$ cat src/hdl/infix_to_prefix_converter_macros.svh
// Assertion macros shared by the converter's RTL.
// Each one checks a single implication on the rising clock edge.
// The check is switched off while reset is high.
`ifndef INFIX_TO_PREFIX_CONVERTER_MACROS_SVH
`define INFIX_TO_PREFIX_CONVERTER_MACROS_SVH

`ifndef SYNTHESIS

// The consequent must hold in the same cycle as the antecedent.
`define IPC_ASSERT_NOW(name, clk, rst, ante, cons) \
  name: assert property (@(posedge clk) disable iff (rst) (ante) |-> (cons)) \
    else $error("infix_to_prefix_converter: same-cycle check failed");

// The consequent must hold in the cycle after the antecedent.
`define IPC_ASSERT_NEXT(name, clk, rst, ante, cons) \
  name: assert property (@(posedge clk) disable iff (rst) (ante) |=> (cons)) \
    else $error("infix_to_prefix_converter: next-cycle check failed");

`else

`define IPC_ASSERT_NOW(name, clk, rst, ante, cons)
`define IPC_ASSERT_NEXT(name, clk, rst, ante, cons)

`endif

`endif

$ cat src/hdl/ipc_pkg.sv
`timescale 1ns / 1ps

package ipc_pkg;

  // Default capacity of the character, stack and result buffers.
  localparam int MAX_LEN_DEF = 64;

  localparam logic [7:0] CH_PLUS  = 8'h2B;
  localparam logic [7:0] CH_MINUS = 8'h2D;
  localparam logic [7:0] CH_STAR  = 8'h2A;
  localparam logic [7:0] CH_SLASH = 8'h2F;
  localparam logic [7:0] CH_OPEN  = 8'h28;
  localparam logic [7:0] CH_CLOSE = 8'h29;

  // Source of a character written into the result buffer.
  localparam logic [1:0] SRC_CBUF = 2'd0;
  localparam logic [1:0] SRC_CUR  = 2'd1;
  localparam logic [1:0] SRC_TOP  = 2'd2;

  typedef struct packed {
    logic       load_char;
    logic       scan_init;
    logic       char_rd;
    logic       latch_cur;
    logic       push;
    logic       push_cur;
    logic       pop;
    logic       emit;
    logic [1:0] emit_src;
    logic       out_rd;
    logic       out_load;
    logic       out_empty;
    logic       finish;
  } cmd_t;

  typedef struct packed {
    logic i_zero;
    logic sp_zero;
    logic rc_zero;
    logic dec_open;
    logic dec_close;
    logic dec_op;
    logic top_close;
    logic top_gt;
  } sts_t;

  // Operator precedence; zero for anything that is not an operator.
  function automatic logic [1:0] prec(input logic [7:0] c);
    logic [1:0] p;
    p = 2'd0;
    if (c == CH_PLUS || c == CH_MINUS) begin
      p = 2'd1;
    end else if (c == CH_STAR || c == CH_SLASH) begin
      p = 2'd2;
    end
    return p;
  endfunction

endpackage

$ cat src/hdl/infix_to_prefix_converter.sv
`timescale 1ns / 1ps
// Channel   Handshake              Word ports
// input     start && !busy         in_char, in_last
// result    strobe (one cycle)     out_char, out_valid, out_last, out_truncated
//
// Each input word is stored in the cycle it is accepted. The word flagged by
// in_last starts a conversion: a setup step, a right-to-left scan of the stored
// characters that walks the operator stack where needed, then an output pass
// over the result words; every buffer has a registered read. busy falls in the
// cycle that shows the last result word. rst is synchronous and clears all control
// state; buffer contents are kept. The receiver cannot stall the results.

`include "infix_to_prefix_converter_macros.svh"

module infix_to_prefix_converter #(
  parameter int MAX_LEN = ipc_pkg::MAX_LEN_DEF
) (
  input  logic       clk,
  input  logic       rst,
  input  logic       start,
  output logic       busy,
  input  logic [7:0] in_char,
  input  logic       in_last,
  output logic       strobe,
  output logic [7:0] out_char,
  output logic       out_valid,
  output logic       out_last,
  output logic       out_truncated
);

  // The controller sequences the right-to-left scan and the output pass;
  // the datapath owns the three buffers, their pointers and the result word.
  ipc_pkg::cmd_t cmd;
  ipc_pkg::sts_t sts;

  ipc_controller u_ctrl (
    .clk     (clk),
    .rst     (rst),
    .start   (start),
    .in_last (in_last),
    .sts     (sts),
    .cmd     (cmd),
    .busy    (busy)
  );

  ipc_datapath #(.MAX_LEN(MAX_LEN)) u_dp (
    .clk           (clk),
    .rst           (rst),
    .cmd           (cmd),
    .sts           (sts),
    .in_char       (in_char),
    .strobe        (strobe),
    .out_char      (out_char),
    .out_valid     (out_valid),
    .out_last      (out_last),
    .out_truncated (out_truncated)
  );

  // A final word always starts a conversion, so the block must go busy.
  `IPC_ASSERT_NEXT(a_last_goes_busy, clk, rst, start && !busy && in_last, busy)
  // An empty expression yields exactly one word, and it closes the output.
  `IPC_ASSERT_NOW(a_empty_is_last, clk, rst, strobe && !out_valid, out_last)
  // Nothing follows the closing word of an expression.
  `IPC_ASSERT_NEXT(a_last_then_quiet, clk, rst, strobe && out_last, !strobe)
  // While more words are due, the block must still be busy.
  `IPC_ASSERT_NOW(a_more_is_busy, clk, rst, strobe && !out_last, busy)

endmodule

$ cat src/hdl/ipc_ram.sv
`timescale 1ns / 1ps

module ipc_ram #(
  parameter int WIDTH = 8,
  parameter int DEPTH = 64
) (
  input  logic                     clk,
  input  logic                     we,
  input  logic [$clog2(DEPTH)-1:0] waddr,
  input  logic [WIDTH-1:0]         wdata,
  input  logic [$clog2(DEPTH)-1:0] raddr,
  output logic [WIDTH-1:0]         rdata
);

  logic [WIDTH-1:0] mem [DEPTH];

  always_ff @(posedge clk) begin
    if (we) begin
      mem[waddr] <= wdata;
    end
    rdata <= mem[raddr];
  end

endmodule

$ cat src/hdl/ipc_datapath.sv
`timescale 1ns / 1ps

module ipc_datapath #(
  parameter int MAX_LEN = ipc_pkg::MAX_LEN_DEF
) (
  input  logic          clk,
  input  logic          rst,
  input  ipc_pkg::cmd_t cmd,
  output ipc_pkg::sts_t sts,
  input  logic [7:0]    in_char,
  output logic          strobe,
  output logic [7:0]    out_char,
  output logic          out_valid,
  output logic          out_last,
  output logic          out_truncated
);

  localparam int AW = $clog2(MAX_LEN);
  localparam int CW = $clog2(MAX_LEN + 1);

  logic [CW-1:0] count;
  logic [CW-1:0] i;
  logic [CW-1:0] sp;
  logic [CW-1:0] rc;
  logic          dropped;
  logic [7:0]    cur;

  logic [CW-1:0] i_m1;
  logic [CW-1:0] sp_m1;
  logic [CW-1:0] rc_m1;
  logic          full;
  logic [7:0]    cb_rdata;
  logic [7:0]    st_rdata;
  logic [7:0]    rb_rdata;
  logic [7:0]    st_wdata;
  logic [7:0]    rb_wdata;

  assign i_m1  = i - CW'(1);
  assign sp_m1 = sp - CW'(1);
  assign rc_m1 = rc - CW'(1);
  assign full  = (count == CW'(MAX_LEN));

  assign st_wdata = cmd.push_cur ? cur : cb_rdata;

  always_comb begin
    case (cmd.emit_src)
      ipc_pkg::SRC_CBUF: rb_wdata = cb_rdata;
      ipc_pkg::SRC_CUR:  rb_wdata = cur;
      ipc_pkg::SRC_TOP:  rb_wdata = st_rdata;
      default:           rb_wdata = cb_rdata;
    endcase
  end

  ipc_ram #(.WIDTH(8), .DEPTH(MAX_LEN)) u_char_buf (
    .clk   (clk),
    .we    (cmd.load_char && !full),
    .waddr (count[AW-1:0]),
    .wdata (in_char),
    .raddr (i_m1[AW-1:0]),
    .rdata (cb_rdata)
  );

  ipc_ram #(.WIDTH(8), .DEPTH(MAX_LEN)) u_op_stack (
    .clk   (clk),
    .we    (cmd.push),
    .waddr (sp[AW-1:0]),
    .wdata (st_wdata),
    .raddr (sp_m1[AW-1:0]),
    .rdata (st_rdata)
  );

  ipc_ram #(.WIDTH(8), .DEPTH(MAX_LEN)) u_result_buf (
    .clk   (clk),
    .we    (cmd.emit),
    .waddr (rc[AW-1:0]),
    .wdata (rb_wdata),
    .raddr (rc_m1[AW-1:0]),
    .rdata (rb_rdata)
  );

  always_ff @(posedge clk) begin
    if (rst) begin
      count   <= '0;
      dropped <= 1'b0;
      i       <= '0;
      sp      <= '0;
      rc      <= '0;
      strobe  <= 1'b0;
    end else begin
      if (cmd.finish) begin
        count   <= '0;
        dropped <= 1'b0;
      end else if (cmd.load_char) begin
        if (full) begin
          dropped <= 1'b1;
        end else begin
          count <= count + CW'(1);
        end
      end

      if (cmd.scan_init) begin
        i <= count;
      end else if (cmd.char_rd) begin
        i <= i_m1;
      end

      if (cmd.scan_init) begin
        sp <= '0;
      end else if (cmd.push) begin
        sp <= sp + CW'(1);
      end else if (cmd.pop) begin
        sp <= sp_m1;
      end

      if (cmd.scan_init) begin
        rc <= '0;
      end else if (cmd.emit) begin
        rc <= rc + CW'(1);
      end else if (cmd.out_rd) begin
        rc <= rc_m1;
      end

      strobe <= cmd.out_load || cmd.out_empty;
    end
  end

  always_ff @(posedge clk) begin
    if (cmd.latch_cur) begin
      cur <= cb_rdata;
    end
    if (cmd.out_load || cmd.out_empty) begin
      out_char      <= cmd.out_empty ? 8'd0 : rb_rdata;
      out_valid     <= !cmd.out_empty;
      out_last      <= cmd.out_empty || (rc == '0);
      out_truncated <= dropped;
    end
  end

  always_comb begin
    sts.i_zero    = (i == '0);
    sts.sp_zero   = (sp == '0);
    sts.rc_zero   = (rc == '0);
    sts.dec_open  = (cb_rdata == ipc_pkg::CH_OPEN);
    sts.dec_close = (cb_rdata == ipc_pkg::CH_CLOSE);
    sts.dec_op    = (ipc_pkg::prec(cb_rdata) != 2'd0);
    sts.top_close = (st_rdata == ipc_pkg::CH_CLOSE);
    sts.top_gt    = (ipc_pkg::prec(st_rdata) > ipc_pkg::prec(cur));
  end

endmodule

$ cat src/hdl/ipc_controller.sv
`timescale 1ns / 1ps

module ipc_controller (
  input  logic          clk,
  input  logic          rst,
  input  logic          start,
  input  logic          in_last,
  input  ipc_pkg::sts_t sts,
  output ipc_pkg::cmd_t cmd,
  output logic          busy
);

  localparam logic [2:0] S_IDLE     = 3'd0;
  localparam logic [2:0] S_INIT     = 3'd1;
  localparam logic [2:0] S_RD_CHAR  = 3'd2;
  localparam logic [2:0] S_DECODE   = 3'd3;
  localparam logic [2:0] S_TOP_RD   = 3'd4;
  localparam logic [2:0] S_TOP_CHK  = 3'd5;
  localparam logic [2:0] S_OUT_RD   = 3'd6;
  localparam logic [2:0] S_OUT_EMIT = 3'd7;

  // What the stack walk is doing on behalf of the current character.
  localparam logic [1:0] M_PAREN = 2'd0;
  localparam logic [1:0] M_OP    = 2'd1;
  localparam logic [1:0] M_FLUSH = 2'd2;

  logic [2:0] state;
  logic [2:0] state_next;
  logic [1:0] mode;
  logic [1:0] mode_next;

  assign busy = (state != S_IDLE);

  always_ff @(posedge clk) begin
    if (rst) begin
      state <= S_IDLE;
      mode  <= M_FLUSH;
    end else begin
      state <= state_next;
      mode  <= mode_next;
    end
  end

  always_comb begin
    cmd        = '0;
    state_next = state;
    mode_next  = mode;
    case (state)
      S_IDLE: begin
        if (start) begin
          cmd.load_char = 1'b1;
          if (in_last) begin
            state_next = S_INIT;
          end
        end
      end
      S_INIT: begin
        cmd.scan_init = 1'b1;
        state_next    = S_RD_CHAR;
      end
      S_RD_CHAR: begin
        if (sts.i_zero) begin
          mode_next  = M_FLUSH;
          state_next = S_TOP_RD;
        end else begin
          cmd.char_rd = 1'b1;
          state_next  = S_DECODE;
        end
      end
      S_DECODE: begin
        cmd.latch_cur = 1'b1;
        if (sts.dec_close) begin
          cmd.push   = 1'b1;
          state_next = S_RD_CHAR;
        end else if (sts.dec_open) begin
          mode_next  = M_PAREN;
          state_next = S_TOP_RD;
        end else if (sts.dec_op) begin
          mode_next  = M_OP;
          state_next = S_TOP_RD;
        end else begin
          cmd.emit     = 1'b1;
          cmd.emit_src = ipc_pkg::SRC_CBUF;
          state_next   = S_RD_CHAR;
        end
      end
      S_TOP_RD: begin
        if (sts.sp_zero) begin
          case (mode)
            M_PAREN: begin
              state_next = S_RD_CHAR;
            end
            M_OP: begin
              cmd.push     = 1'b1;
              cmd.push_cur = 1'b1;
              state_next   = S_RD_CHAR;
            end
            default: begin
              if (sts.rc_zero) begin
                cmd.out_empty = 1'b1;
                cmd.finish    = 1'b1;
                state_next    = S_IDLE;
              end else begin
                state_next = S_OUT_RD;
              end
            end
          endcase
        end else begin
          // The stack top is read every cycle; it is valid in the next state.
          state_next = S_TOP_CHK;
        end
      end
      S_TOP_CHK: begin
        case (mode)
          M_PAREN: begin
            cmd.pop = 1'b1;
            if (sts.top_close) begin
              state_next = S_RD_CHAR;
            end else begin
              cmd.emit     = 1'b1;
              cmd.emit_src = ipc_pkg::SRC_TOP;
              state_next   = S_TOP_RD;
            end
          end
          M_OP: begin
            if (sts.top_gt) begin
              cmd.pop      = 1'b1;
              cmd.emit     = 1'b1;
              cmd.emit_src = ipc_pkg::SRC_TOP;
              state_next   = S_TOP_RD;
            end else begin
              cmd.push     = 1'b1;
              cmd.push_cur = 1'b1;
              state_next   = S_RD_CHAR;
            end
          end
          default: begin
            cmd.pop      = 1'b1;
            cmd.emit     = 1'b1;
            cmd.emit_src = ipc_pkg::SRC_TOP;
            state_next   = S_TOP_RD;
          end
        endcase
      end
      S_OUT_RD: begin
        cmd.out_rd = 1'b1;
        state_next = S_OUT_EMIT;
      end
      S_OUT_EMIT: begin
        cmd.out_load = 1'b1;
        if (sts.rc_zero) begin
          cmd.finish = 1'b1;
          state_next = S_IDLE;
        end else begin
          state_next = S_OUT_RD;
        end
      end
      default: begin
        state_next = S_IDLE;
      end
    endcase
  end

endmodule

$ cat config.mk
export PLATFORM = sky130hd
export DESIGN_NAME = infix_to_prefix_converter
export DESIGN_NICKNAME = d
export VERILOG_FILES = /design/src/hdl/ipc_pkg.sv /design/src/hdl/infix_to_prefix_converter.sv /design/src/hdl/ipc_ram.sv /design/src/hdl/ipc_datapath.sv /design/src/hdl/ipc_controller.sv
export VERILOG_INCLUDE_DIRS = /design/src /design/src/hdl
export SDC_FILE = /design/constraint.sdc
export NUM_CORES = 2
export LEC_CHECK = 0
export ABC_AREA = 1
export BUFFER_PORTS_ARGS = -buffer_cell sky130_fd_sc_hd__buf_4
export CORE_MARGIN = 1
export CORE_UTILIZATION = 65
export DETAILED_ROUTE_END_ITERATION = 7
export GPL_ROUTABILITY_DRIVEN = 0
export PLACE_DENSITY = 0.86
export SYNTH_ARGS = -nofsm -noshare
export SYNTH_HDL_FRONTEND = slang
export SYNTH_SLANG_ARGS = --single-unit
$ cat constraint.sdc
create_clock -name clk -period 10.61 [get_ports clk]
set_input_delay 2.122 -clock clk [delete_from_list [all_inputs] [get_ports clk]]
set_output_delay 2.122 -clock clk [all_outputs]
set_load 0.05 [all_outputs]
==> metrics.md <==
| Metric | Value |
|---|---|
| DR iter-0 viols | `approximately 8,900` |
| Largest net degree at the start of global routing | `a little over 200` |
| DR WL/cell | `approximately 24 um` |
| CTS resizes | `0` |
| DRT Wirelength | `between 150 and 200 mm` |
| Hold bufs inserted after CTS | `0` |
| Pins over their slew limit | `0` |
| Synth cell types | `45` |
| Die footprint | `between 0.1 and 0.15 mm2` |
| Leak | `~24 nW` |
| Worst min path class | `flip-flop to flip-flop` |
| Routing usage on met1 | `42.8%` |
| Max-cap viol count | `0` |
| CP Class | `flip-flop to flip-flop` |
| Status | `finished, final reports clean` |
| Initial Utilization | `66.0%` |
| TritonCTS clock tree | `done` |
| Area grow syn2layout | `8.94%` |
| Worst-Skew Late Latency | `~0.79 ns` |
| Peak VDD IR | `0.183 mV` |
| GRT Util Overall | `around 33%` |
| Arrival time at the worst endpoint | `slightly above 6 ns` |
| Worst-margin pin slew | `about 1.3 ns` |
| #FFs+latches synth | `~1,600` |
| Post-synth ARST share | `0%` |
| Clock Power Share | `40.8%` |
| Worst setup SP type | `flip-flop` |
| Vias per cell | `~6.6` |
| Share of cells above drive strength 1 | `6.40%` |
| Worst reg2reg setup slack | `5.30 ns` |
| Post-Syn Area | `~0.066 mm2` |
| Gr busiest metal | `met2` |
| Clock root buffer | `clkbuf_16` |
| IO buf count | `24` |
| Gr ovfl total | `0` |
| Floorplan core area | `just over 0.1 mm2` |
| Max stage delay cell, worst path | `ha_4` |
| Max FO, Critical Path | `roughly 120` |
| Met2 Use GR | `between 50% and 60%` |
| Residual DRC count | `0` |
| Period minus WS final | `approximately 5.3 ns` |
| Seq pwr share | `between 50% and 60%` |
| P per Cell Area | `around 190 mW/mm2` |
| FILL cells | `5,979` |
| Logic pwr share | `around 5.2%` |
| Final WS setup | `around 5.3 ns` |
| Dpl ws | `about 5.6 ns` |
| Vias in the first global route | `about 45,000` |
| Period utilization | `between 50% and 60%` |
| Boundary Pins | `25` |
| Crit-path cells | `inv_6 -> ha_4 -> buf_4 -> inv_2 -> buf_4 -> nor2_1 -> o21ai_0 -> nand3_1 -> nand3_1 -> nand3_1 -> nand3_1 -> nand2_1` |
| Most common cell after layout, fill and taps aside | `nor2_1` |
| Final setup TNS | `0 ns` |
| Global-route wire length before repair | `around 260 mm` |
| Die height | `about 320 um` |
| Sequential-to-total area share from yosys stat | `around 72%` |
| CP most frequent cell | `nand3_1` |
| Antenna-violating nets left | `0` |
| Number of setup violations in the final report | `0` |
| Sink Count | `1,614` |
| Row count | `116` |
| CTS clock-pin slew for the worst setup and hold paths | `~0.070 ns` |
| Post-CTS setup buffers | `0` |
| Syn_nets | `5,756` |
| DR pass1 iterations | `7` |
| Vias post-DR | `~47,000` |
| Top FF cell, synth | `edfxtp_1` |
| Antenna violations before repair | `5` |
| YS warnings | `0` |
| Cells after Synth | `5,735` |
| Clock Path Buffers | `3` |
| Setup Skew | `0.0538 ns` |
| Clock buffer count from CTS | `152` |
| Met3 Use GR | `around 7.6%` |
| Internal power | `0.0104 W` |
| Post-synth EDFFs | `1,555` |
| Commonest non-fill, non-tap cells in the layout | `1,610 x nor2_1, 1,555 x edfxtp_1, 763 x o21ai_0, 549 x nand3_1, 412 x nand2_1` |
| Net Switching | `between 0.003 and 0.004 W` |
| Sw Ratio | `22.6%` |
| RSZ-0062 raised after global routing | `no` |
| Die Wd | `around 320 um` |
| Synthesized area per cell | `roughly 12 um2` |
| # nets final | `~5,600` |
| Maximum clock rate | `between 0.15 and 0.2 GHz` |
| CP peak stage delay | `roughly 1.1 ns` |
| Crit. End Element | `flip-flop` |
| Final Hold Viols | `0` |
| Slew margin rel. | `~10%` |
| HPWL Detailed | `between 90 and 100 mm` |
| H-Tree Depth | `4` |
| Worst path required time | `approximately 11 ns` |
## power by group through the flow
stage               registers (W)  clock network, W  logic, W
finish                    0.00722           0.00547  0.000699
global route              0.00722           0.00570  0.000722
CTS                       0.00722           0.00546  0.000670
detailed placement        0.00736                 0  0.000663
global placement          0.00736                 0  0.000647
floorplan                 0.00738                 0  0.000324
## synth_stat cells, types with 2 or more instances
cell type / count / share of area, %
nor2_1: 1610 / 9.1
edfxtp_1: 1555 / 70
o21ai_0: 778 / 5.9
nand3_1: 549 / 4.1
nand2_1: 413 / 2.3
buf_2: 147 / 1.1
inv_1: 144 / 0.81
clkbuf_1: 125 / 0.71
o211ai_1: 122 / 1.4
dfxtp_1: 59 / 1.8
buf_1: 48 / 0.27
a21oi_1: 28 / 0.21
nand4_1: 22 / 0.21
nor3_1: 19 / 0.14
inv_2: 17 / 0.096
buf_4: 15 / 0.17
o21ai_1: 10 / 0.075
ha_1: 9 / 0.17
xor2_1: 9 / 0.12
nand2_2: 5 / 0.047
nand3_2: 5 / 0.075
nor2_2: 5 / 0.047
a22oi_1: 4 / 0.045
a31oi_1: 4 / 0.038
xnor2_1: 4 / 0.053
buf_6: 3 / 0.051
nor2_4: 3 / 0.051
xor2_2: 3 / 0.074
xor2_4: 3 / 0.12
nand3_4: 2 / 0.053
## final cells by class
| cell class | count | area [um2] | share of cell area [%] |
|---|---|---|---|
| antenna | 3 | 7.51 | 0.0104 |
| clock inverter | 93 | 1020 | 1.42 |
| clock buffer | 180 | 3970 | 5.49 |
| sequential | 1614 | 47900 | 66.3 |
| multi-input combinational | 3619 | 16500 | 22.9 |
| tap | 1357 | 1700 | 2.35 |
| timing repair buffer | 66 | 508 | 0.703 |
| inverter | 163 | 632 | 0.874 |
## metrics by stage
step,utilization [%],total power (W),hold WS (ns),instances,area [um2]
finish,71.9,0.0134,0.475,7095,72300
global route,71.9,0.0136,0.477,7095,72300
CTS,71.8,0.0134,0.465,7092,72300
detailed placement,66.9,0.00802,0.446,6819,67300
global placement,66.9,0.00800,0.425,6819,67300
floorplan,-,0.00771,0.409,5735,66300
## critical path, delay by kind of cell, from the launching register on
family / cells / cell delay (ns)
buf+inv: 4 / 1.84
fa+ha+maj: 1 / 1.08
flops: 1 / 1.01
simple gates: 6 / 0.93
compound gates: 1 / 0.15
## routing by layer
layer  wire (um)  vias to the layer above
met2       80700                     4039
met3       22900                      688
li1            -                    20000
met4        8630                        4
met1       58800                    21900
met5          21                        -
## worst paths after layout
path	from	endpoint	depth (start not counted)
max	u_dp.sp[0]	u_dp.u_op_stack.rdata[1]	12
min reg2reg	u_dp.u_char_buf.rdata[5]	u_dp.cur[5]	0
max reg2reg	u_dp.sp[0]	u_dp.u_op_stack.rdata[1]	12
min	u_dp.u_char_buf.rdata[5]	u_dp.cur[5]	0
## cell families (layout without fill, tap and decap cells)
logic type	count (synthesis)	count (layout)	share of synthesized area [%]
AND/OR/NAND/NOR	2642	2642	16.4
XOR/XNOR	19	19	0.370
other	0	3	0
flip-flops	1614	1614	72.2
adder cells (fa/ha/maj)	9	9	0.170
buffers and inverters	502	502	3.25
AO/OA/AOI/OAI	949	949	7.67
## sequential cells by signal (all words and copies together) (netlist names), 8 cells and up
signal	flops
u_dp.out_char	8
u_dp.u_char_buf.rdata	8
u_dp.u_op_stack.rdata	8
u_dp.u_result_buf.rdata	8
u_dp.u_char_buf.mem	512
u_dp.u_op_stack.mem	512
u_dp.u_result_buf.mem	512
u_dp.cur	8
Power figures use the tool's default switching activity.
